===== src/rtl/assert_macros.svh =====
// ----------------------------------------------------------------------------
// Assertion macros for the RTL file that carries checks.
// Both need a clock named clk in scope, HT_ASSERT also a reset named rst.
// ----------------------------------------------------------------------------
`ifndef ASSERT_MACROS_SVH
`define ASSERT_MACROS_SVH

// Checked on every rising edge outside reset.
`define HT_ASSERT(lbl, prop, msg) \
  lbl: assert property (@(posedge clk) disable iff (rst) prop) else $error(msg);

// Checked on every rising edge, reset included.
`define HT_ASSERT_ALWAYS(lbl, prop, msg) \
  lbl: assert property (@(posedge clk) prop) else $error(msg);

`endif


===== src/rtl/htfi_pkg.sv =====
// ----------------------------------------------------------------------------
// htfi_pkg
// Types, codes and constants shared by the hash table find-or-insert block.
// ----------------------------------------------------------------------------
`default_nettype none

package htfi_pkg;

  localparam int KEY_W    = 64;
  localparam int STATUS_W = 3;
  localparam int SLOT_W   = 12;
  localparam int COUNT_W  = 13;
  localparam int HALF_W   = KEY_W / 2;

  localparam int DEF_TABLE_ENTRIES = 4096;
  localparam int DEF_MAX_PROBES    = 64;

  // Murmur finalizer constants and shift.
  localparam logic [KEY_W-1:0] MIX_C1 = 64'hff51afd7ed558ccd;
  localparam logic [KEY_W-1:0] MIX_C2 = 64'hc4ceb9fe1a85ec53;
  localparam int MIX_SHIFT = 33;

  // Slot reduction for a table size that is not a power of two.
  localparam int MOD_BITS  = 8;
  localparam int MOD_STEPS = KEY_W / MOD_BITS;

  localparam logic [STATUS_W-1:0] ST_FOUND    = 3'd0;
  localparam logic [STATUS_W-1:0] ST_INSERTED = 3'd1;
  localparam logic [STATUS_W-1:0] ST_FULL     = 3'd2;
  localparam logic [STATUS_W-1:0] ST_ZERO_KEY = 3'd3;
  localparam logic [STATUS_W-1:0] ST_CLEARED  = 3'd4;

  // Partial products of one 64x64 multiply, low 64 bits kept.
  typedef enum logic [1:0] {
    MUL_LL,   // v[31:0]  * c[31:0]
    MUL_LH,   // v[31:0]  * c[63:32], added at bit 32
    MUL_HL    // v[63:32] * c[31:0],  added at bit 32, then xor-shift
  } mul_phase_t;

  typedef struct packed {
    logic                load;
    logic                mul_en;
    mul_phase_t          mul_phase;
    logic                mul_const;
    logic                mod_en;
    logic                home;
    logic                advance;
    logic                insert;
    logic                clr_start;
    logic                clr_en;
    logic                cnt_clr;
    logic                cnt_inc;
    logic                slot_load;
    logic                out_load;
    logic [STATUS_W-1:0] out_status;
  } dp_cmd_t;

  typedef struct packed {
    logic hit;
    logic empty;
    logic clr_last;
  } dp_stat_t;

endpackage

`default_nettype wire


===== src/rtl/htfi_ctrl.sv =====
// ----------------------------------------------------------------------------
// htfi_ctrl
// Controller: sequences hashing, slot reduction, probing, table clears and
// the output register handshake.
// ----------------------------------------------------------------------------
`default_nettype none

module htfi_ctrl #(
  parameter int TABLE_ENTRIES = htfi_pkg::DEF_TABLE_ENTRIES,
  parameter int MAX_PROBES    = htfi_pkg::DEF_MAX_PROBES
) (
  input  wire logic                       clk,
  input  wire logic                       rst,
  input  wire logic                       in_valid,
  output logic                            in_stall,
  input  wire logic                       cmd,
  input  wire logic [htfi_pkg::KEY_W-1:0] key,
  output logic                            out_valid,
  input  wire logic                       out_stall,
  input  wire htfi_pkg::dp_stat_t         stat_i,
  output htfi_pkg::dp_cmd_t               cmd_o
);
  import htfi_pkg::*;

  localparam bit IS_POW2 = (TABLE_ENTRIES & (TABLE_ENTRIES - 1)) == 0;
  localparam int PRB_W = (MAX_PROBES > 1) ? $clog2(MAX_PROBES) : 1;
  localparam logic [PRB_W-1:0] PRB_LAST = PRB_W'(MAX_PROBES - 1);
  localparam logic [2:0] MUL_LAST_STEP = 3'd2;
  localparam logic [2:0] MOD_LAST_STEP = 3'(MOD_STEPS - 1);

  typedef enum logic [3:0] {
    S_INIT, S_IDLE, S_CLR, S_MUL, S_MOD, S_HOME, S_ISSUE, S_CHECK, S_EMIT
  } state_t;

  state_t              state;
  logic [2:0]          step;
  logic                pass;
  logic [PRB_W-1:0]    probe;
  logic                boot;
  logic [STATUS_W-1:0] res_status;

  logic accept;
  logic out_free;

  assign in_stall = (state != S_IDLE);
  assign accept   = in_valid && !in_stall;
  assign out_free = !out_valid || !out_stall;

  always_comb begin
    cmd_o            = '0;
    cmd_o.load       = accept;
    cmd_o.mul_const  = pass;
    cmd_o.out_status = res_status;
    case (step)
      3'd0:    cmd_o.mul_phase = MUL_LL;
      3'd1:    cmd_o.mul_phase = MUL_LH;
      default: cmd_o.mul_phase = MUL_HL;
    endcase
    case (state)
      S_INIT:  cmd_o.clr_start = 1'b1;
      S_CLR: begin
        cmd_o.clr_en  = 1'b1;
        cmd_o.cnt_clr = stat_i.clr_last;
      end
      S_MUL:   cmd_o.mul_en  = 1'b1;
      S_MOD:   cmd_o.mod_en  = 1'b1;
      S_HOME:  cmd_o.home    = 1'b1;
      S_ISSUE: cmd_o.advance = 1'b1;
      S_CHECK: begin
        if (stat_i.hit) begin
          cmd_o.slot_load = 1'b1;
        end else if (stat_i.empty) begin
          cmd_o.insert    = 1'b1;
          cmd_o.cnt_inc   = 1'b1;
          cmd_o.slot_load = 1'b1;
        end else if (probe != PRB_LAST) begin
          cmd_o.advance   = 1'b1;
        end
      end
      S_EMIT:  cmd_o.out_load = out_free;
      default: ;
    endcase
  end

  always_ff @(posedge clk) begin
    if (rst) begin
      state      <= S_INIT;
      step       <= '0;
      pass       <= 1'b0;
      probe      <= '0;
      boot       <= 1'b1;
      res_status <= ST_FOUND;
      out_valid  <= 1'b0;
    end else begin
      if (cmd_o.out_load) begin
        out_valid <= 1'b1;
      end else if (!out_stall) begin
        out_valid <= 1'b0;
      end

      case (state)
        S_INIT: begin
          boot  <= 1'b1;
          state <= S_CLR;
        end
        S_IDLE: begin
          if (accept) begin
            step <= '0;
            pass <= 1'b0;
            if (cmd) begin
              boot  <= 1'b0;
              state <= S_CLR;
            end else if (key == '0) begin
              res_status <= ST_ZERO_KEY;
              state      <= S_EMIT;
            end else begin
              state <= S_MUL;
            end
          end
        end
        S_CLR: begin
          if (stat_i.clr_last) begin
            res_status <= ST_CLEARED;
            state      <= boot ? S_IDLE : S_EMIT;
          end
        end
        S_MUL: begin
          if (step == MUL_LAST_STEP) begin
            step <= '0;
            if (pass) begin
              state <= IS_POW2 ? S_HOME : S_MOD;
            end else begin
              pass <= 1'b1;
            end
          end else begin
            step <= step + 1'b1;
          end
        end
        S_MOD: begin
          if (step == MOD_LAST_STEP) begin
            state <= S_HOME;
          end
          step <= step + 1'b1;
        end
        S_HOME:  state <= S_ISSUE;
        S_ISSUE: begin
          probe <= '0;
          state <= S_CHECK;
        end
        S_CHECK: begin
          if (stat_i.hit) begin
            res_status <= ST_FOUND;
            state      <= S_EMIT;
          end else if (stat_i.empty) begin
            res_status <= ST_INSERTED;
            state      <= S_EMIT;
          end else if (probe == PRB_LAST) begin
            res_status <= ST_FULL;
            state      <= S_EMIT;
          end else begin
            probe <= probe + 1'b1;
          end
        end
        S_EMIT: begin
          if (out_free) begin
            state <= S_IDLE;
          end
        end
        default: state <= S_INIT;
      endcase
    end
  end

endmodule

`default_nettype wire


===== config.mk =====
export PLATFORM = sky130hd
export DESIGN_NAME = htfi_ctrl
export DESIGN_NICKNAME = d
export VERILOG_FILES = /design/src/rtl/assert_macros.svh /design/src/rtl/htfi_pkg.sv /design/src/rtl/htfi_ctrl.sv
export SDC_FILE = /design/constraint.sdc
export NUM_CORES = 1
export LEC_CHECK = 0
export ABC_AREA = 1
export ABC_CLOCK_PERIOD_IN_PS = 1800
export BUFFER_PORTS_ARGS = -buffer_cell sky130_fd_sc_hd__clkbuf_2
export CAP_MARGIN = 20
export CORE_ASPECT_RATIO = 0.7
export CORE_UTILIZATION = 40
export CTS_CLUSTER_DIAMETER = 80
export DETAILED_ROUTE_END_ITERATION = 8
export MAX_ROUTING_LAYER = met4
export PLACE_DENSITY = 0.75
export SYNTH_ARGS = -nofsm -noshare
export SYNTH_HDL_FRONTEND = slang
export SYNTH_SLANG_ARGS = --single-unit

===== constraint.sdc =====
create_clock -name clk -period 1.8 [get_ports clk]
set_input_delay 0.36 -clock clk [delete_from_list [all_inputs] [get_ports clk]]
set_output_delay 0.36 -clock clk [all_outputs]
set_load 0.01 [all_outputs]

==> flow_metrics.env <==
export IMPL_maxSlewViolCount=0
export IMPL_avgRoutedWirePerCell_um=10.0
export IMPL_overflow=0
export IMPL_rr_endpoint="state[2]"
export IMPL_clk_path_buf_depth=2
export IMPL_vias=1769
export IMPL_irDropWorstVdd_mv=0.386
export IMPL_ant_nets=0
export IMPL_dp_cells=390
export IMPL_initial_utilization_pct=41.8
export IMPL_clkLatencyLatePin_ns=0.26
export IMPL_grt_setup_unrepaired="false"
export IMPL_hold_viol_final=0
export IMPL_diodes=0
export IMPL_chipHeight_um=52.8
export IMPL_instances_no_fill=396
export IMPL_grt_use_total_pct=24.2
export IMPL_synth_edf_count=0
export IMPL_grt_use_met2_pct=39.5
export IMPL_finalSetupViolCount=0
export IMPL_layout_common_cells="clkbuf_2 (91), nand2_1 (68), nor2_1 (60), inv_1 (24), dfxtp_1 (16)"
export IMPL_syn_area_um2=1480
export IMPL_p_per_area_nw_per_um2=801
export IMPL_drtPass1Iterations=4
export IMPL_fin_skew_ns=0.00130
export IMPL_drc=0
export IMPL_grt_busiest_layer="met2"
export IMPL_reg2reg_from="probe[1]"
export IMPL_htree_num_levels=1
export IMPL_hold_start="out_stall"
export IMPL_detailedPlace_worstSlack_ns=0.257
export IMPL_final_setup_tns_ns=0
export IMPL_syn_inst=253
export IMPL_fin_crit_ns=1.73
export IMPL_setup_slack_ns=0.0730
export IMPL_critical_path_startpoint_type="register"
export IMPL_syn_nets=331
export IMPL_grt_first_pass_wirelength_um=7060
export IMPL_die_w_um=74.6
export IMPL_place_congestion=0.856
export IMPL_place_hpwl_um=3370
export IMPL_tritoncts="built"
export IMPL_critPathMaxFanout=4
export IMPL_num_nets_final=425
export IMPL_period_share_pct=95.9
export IMPL_grt_max_degree=16
export IMPL_rr_worst_depth=8
export IMPL_vias_per_cell=4.47
export IMPL_wl_um=3970
export IMPL_yosysUniqueCellTypes=27
export IMPL_hold_end="out_valid"
export IMPL_end_kind="output pin"
export IMPL_cts_root_buf="clkbuf_8"
export IMPL_cp_data_arrival_time_ns=1.37
export IMPL_drive_above_1_share_pct=36.1
export IMPL_antenna_found_initial=0
export IMPL_synth_seq_cells=19
export IMPL_path_clk_slew_ns=0.07
export IMPL_cts_sinks=19
export IMPL_crit_required_ns=1.44
export IMPL_synth_main_ff_cell="dfxtp_1"
export IMPL_criticalPathCategory="reg2out"
export IMPL_drt_initial_drc_count=45
export IMPL_async_reset_ff_share_pct=0
export IMPL_min_path_type="in2reg"
export IMPL_placementRows=18
export IMPL_area_growth_pct=38.4
export IMPL_met1_usage_pct=30.1
export IMPL_tightest_slew_ns=0.358
export IMPL_outcome="completed"
export IMPL_rrSetupSlack_ns=0.23
export IMPL_coreArea_um2=3540
export IMPL_maxCapViolations=0
export IMPL_p_leak_uw=0.00103
export IMPL_io_buffers=91
export IMPL_postSynthAreaPerCell_um2=5.84
export IMPL_yosysWarnings=0
export IMPL_cts_made_buffers=3
export IMPL_use_met3_pct=5.38
export IMPL_final_common_cell="clkbuf_2"
export IMPL_slew_headroom_pct=76.1
export IMPL_max_freq_mhz=579
export IMPL_grt_pass1_vias=1728
export IMPL_cts_hold_buf=0
export IMPL_yosysSeqAreaShare_pct=25.8
export IMPL_hold_ws_ns=0.349
export IMPL_crit_start="probe[0]"
export IMPL_die_area_um2=3940
export IMPL_min_path_cells=3
export IMPL_ios=92
==> Yosys cell counts (2+ instances only) <==
| master | n | area share (%) |
|---|---|---|
| buf_4 | 3 | 1.5 |
| inv_2 | 8 | 2.0 |
| ha_1 | 6 | 5.1 |
| dfxtp_1 | 19 | 26 |
| a31oi_1 | 2 | 0.85 |
| nor2_4 | 4 | 3.1 |
| nor3_1 | 3 | 1.0 |
| inv_1 | 24 | 6.1 |
| nand2_1 | 70 | 18 |
| a21oi_1 | 15 | 5.1 |
| nand3_1 | 11 | 3.7 |
| o21ai_1 | 4 | 1.4 |
| nor2_2 | 3 | 1.3 |
| o21ai_0 | 6 | 2.0 |
| nand2_2 | 3 | 1.3 |
| nor2_1 | 61 | 16 |
==> state kept, by name (all words and copies together), names as in the netlist <==
| name | cells |
|---|---|
| state | 4 |
| step | 3 |
| pass | 1 |
| res_status | 3 |
| boot | 1 |
| out_valid | 1 |
| probe | 6 |
==> where the power goes <==
group	switching, uW	internal, uW	leakage, uW
Combinational	479	302	0.000853
Sequential	57.3	492	0.000155
Clock	152	154	0.0000255
==> worst max-delay path, cell delays in order, from the launching register on <==
cell and delay (ns):
dfxtp_1 0.32, ha_2 0.19, and3_1 0.20, nand2_2 0.08, nand3_4 0.09, nand2_4 0.09, clkbuf_2 0.13
==> worst max-delay path by stage <==
stage                            to  slack (ns)  cells after the start
final                     cmd_o[10]        0.07                      6
after global routing      cmd_o[10]       0.001                      6
after CTS                  cmd_o[5]        0.02                      5
after detailed placement  cmd_o[10]        0.26                      6
after global placement    cmd_o[10]        0.28                      5
after floorplan            cmd_o[9]        0.29                      5
==> stage by stage <==
step                instance area (um2)  util, %  power [uW]
floorplan                          1480        -        1070
global placement                   1970     55.7        1320
detailed placement                 1970     55.7        1330
CTS                                2020     57.2        1650
global route                       2040     57.8        1790
finish                             2040     57.8        1640
==> repair_timing <==
action / CTS / global route
resized for setup: 1 / 6
endpoints found under the setup margin: 3 / 4
pin swaps: 1 / 1
setup buffers: 1 / 1
==> logic make-up after synthesis <==
group,after synthesis,synth area share [%]
AND/OR/NAND/NOR,161,47.8
buffers and inverters,36,9.92
AO/OA/AOI/OAI,30,10.8
flip-flops,19,25.8
adder cells (fa/ha/maj),6,5.08
XOR/XNOR,1,0.593
==> metal layers <==
metal  part of all wire, %  wire length [um]  vias to the layer above
li1                      -                 -                      978
met1                    50              1990                      755
met2                    45              1800                       29
met3                   3.6               143                        7
met4                  0.96                38                        0
met5                     0                 0                        -
==> cell type report <==
| class | instances | area (um2) |
|---|---|---|
| Clock inverter | 1 | 5.00 |
| Timing Repair Buffer | 93 | 470 |
| Sequential cell | 19 | 384 |
| Tap cell | 50 | 62.6 |
| Multi-Input combinational cell | 198 | 960 |
| Inverter | 32 | 120 |
| Fill cell | 393 | 1490 |
| Clock buffer | 3 | 41.3 |
(Power assumes the default switching activity.)
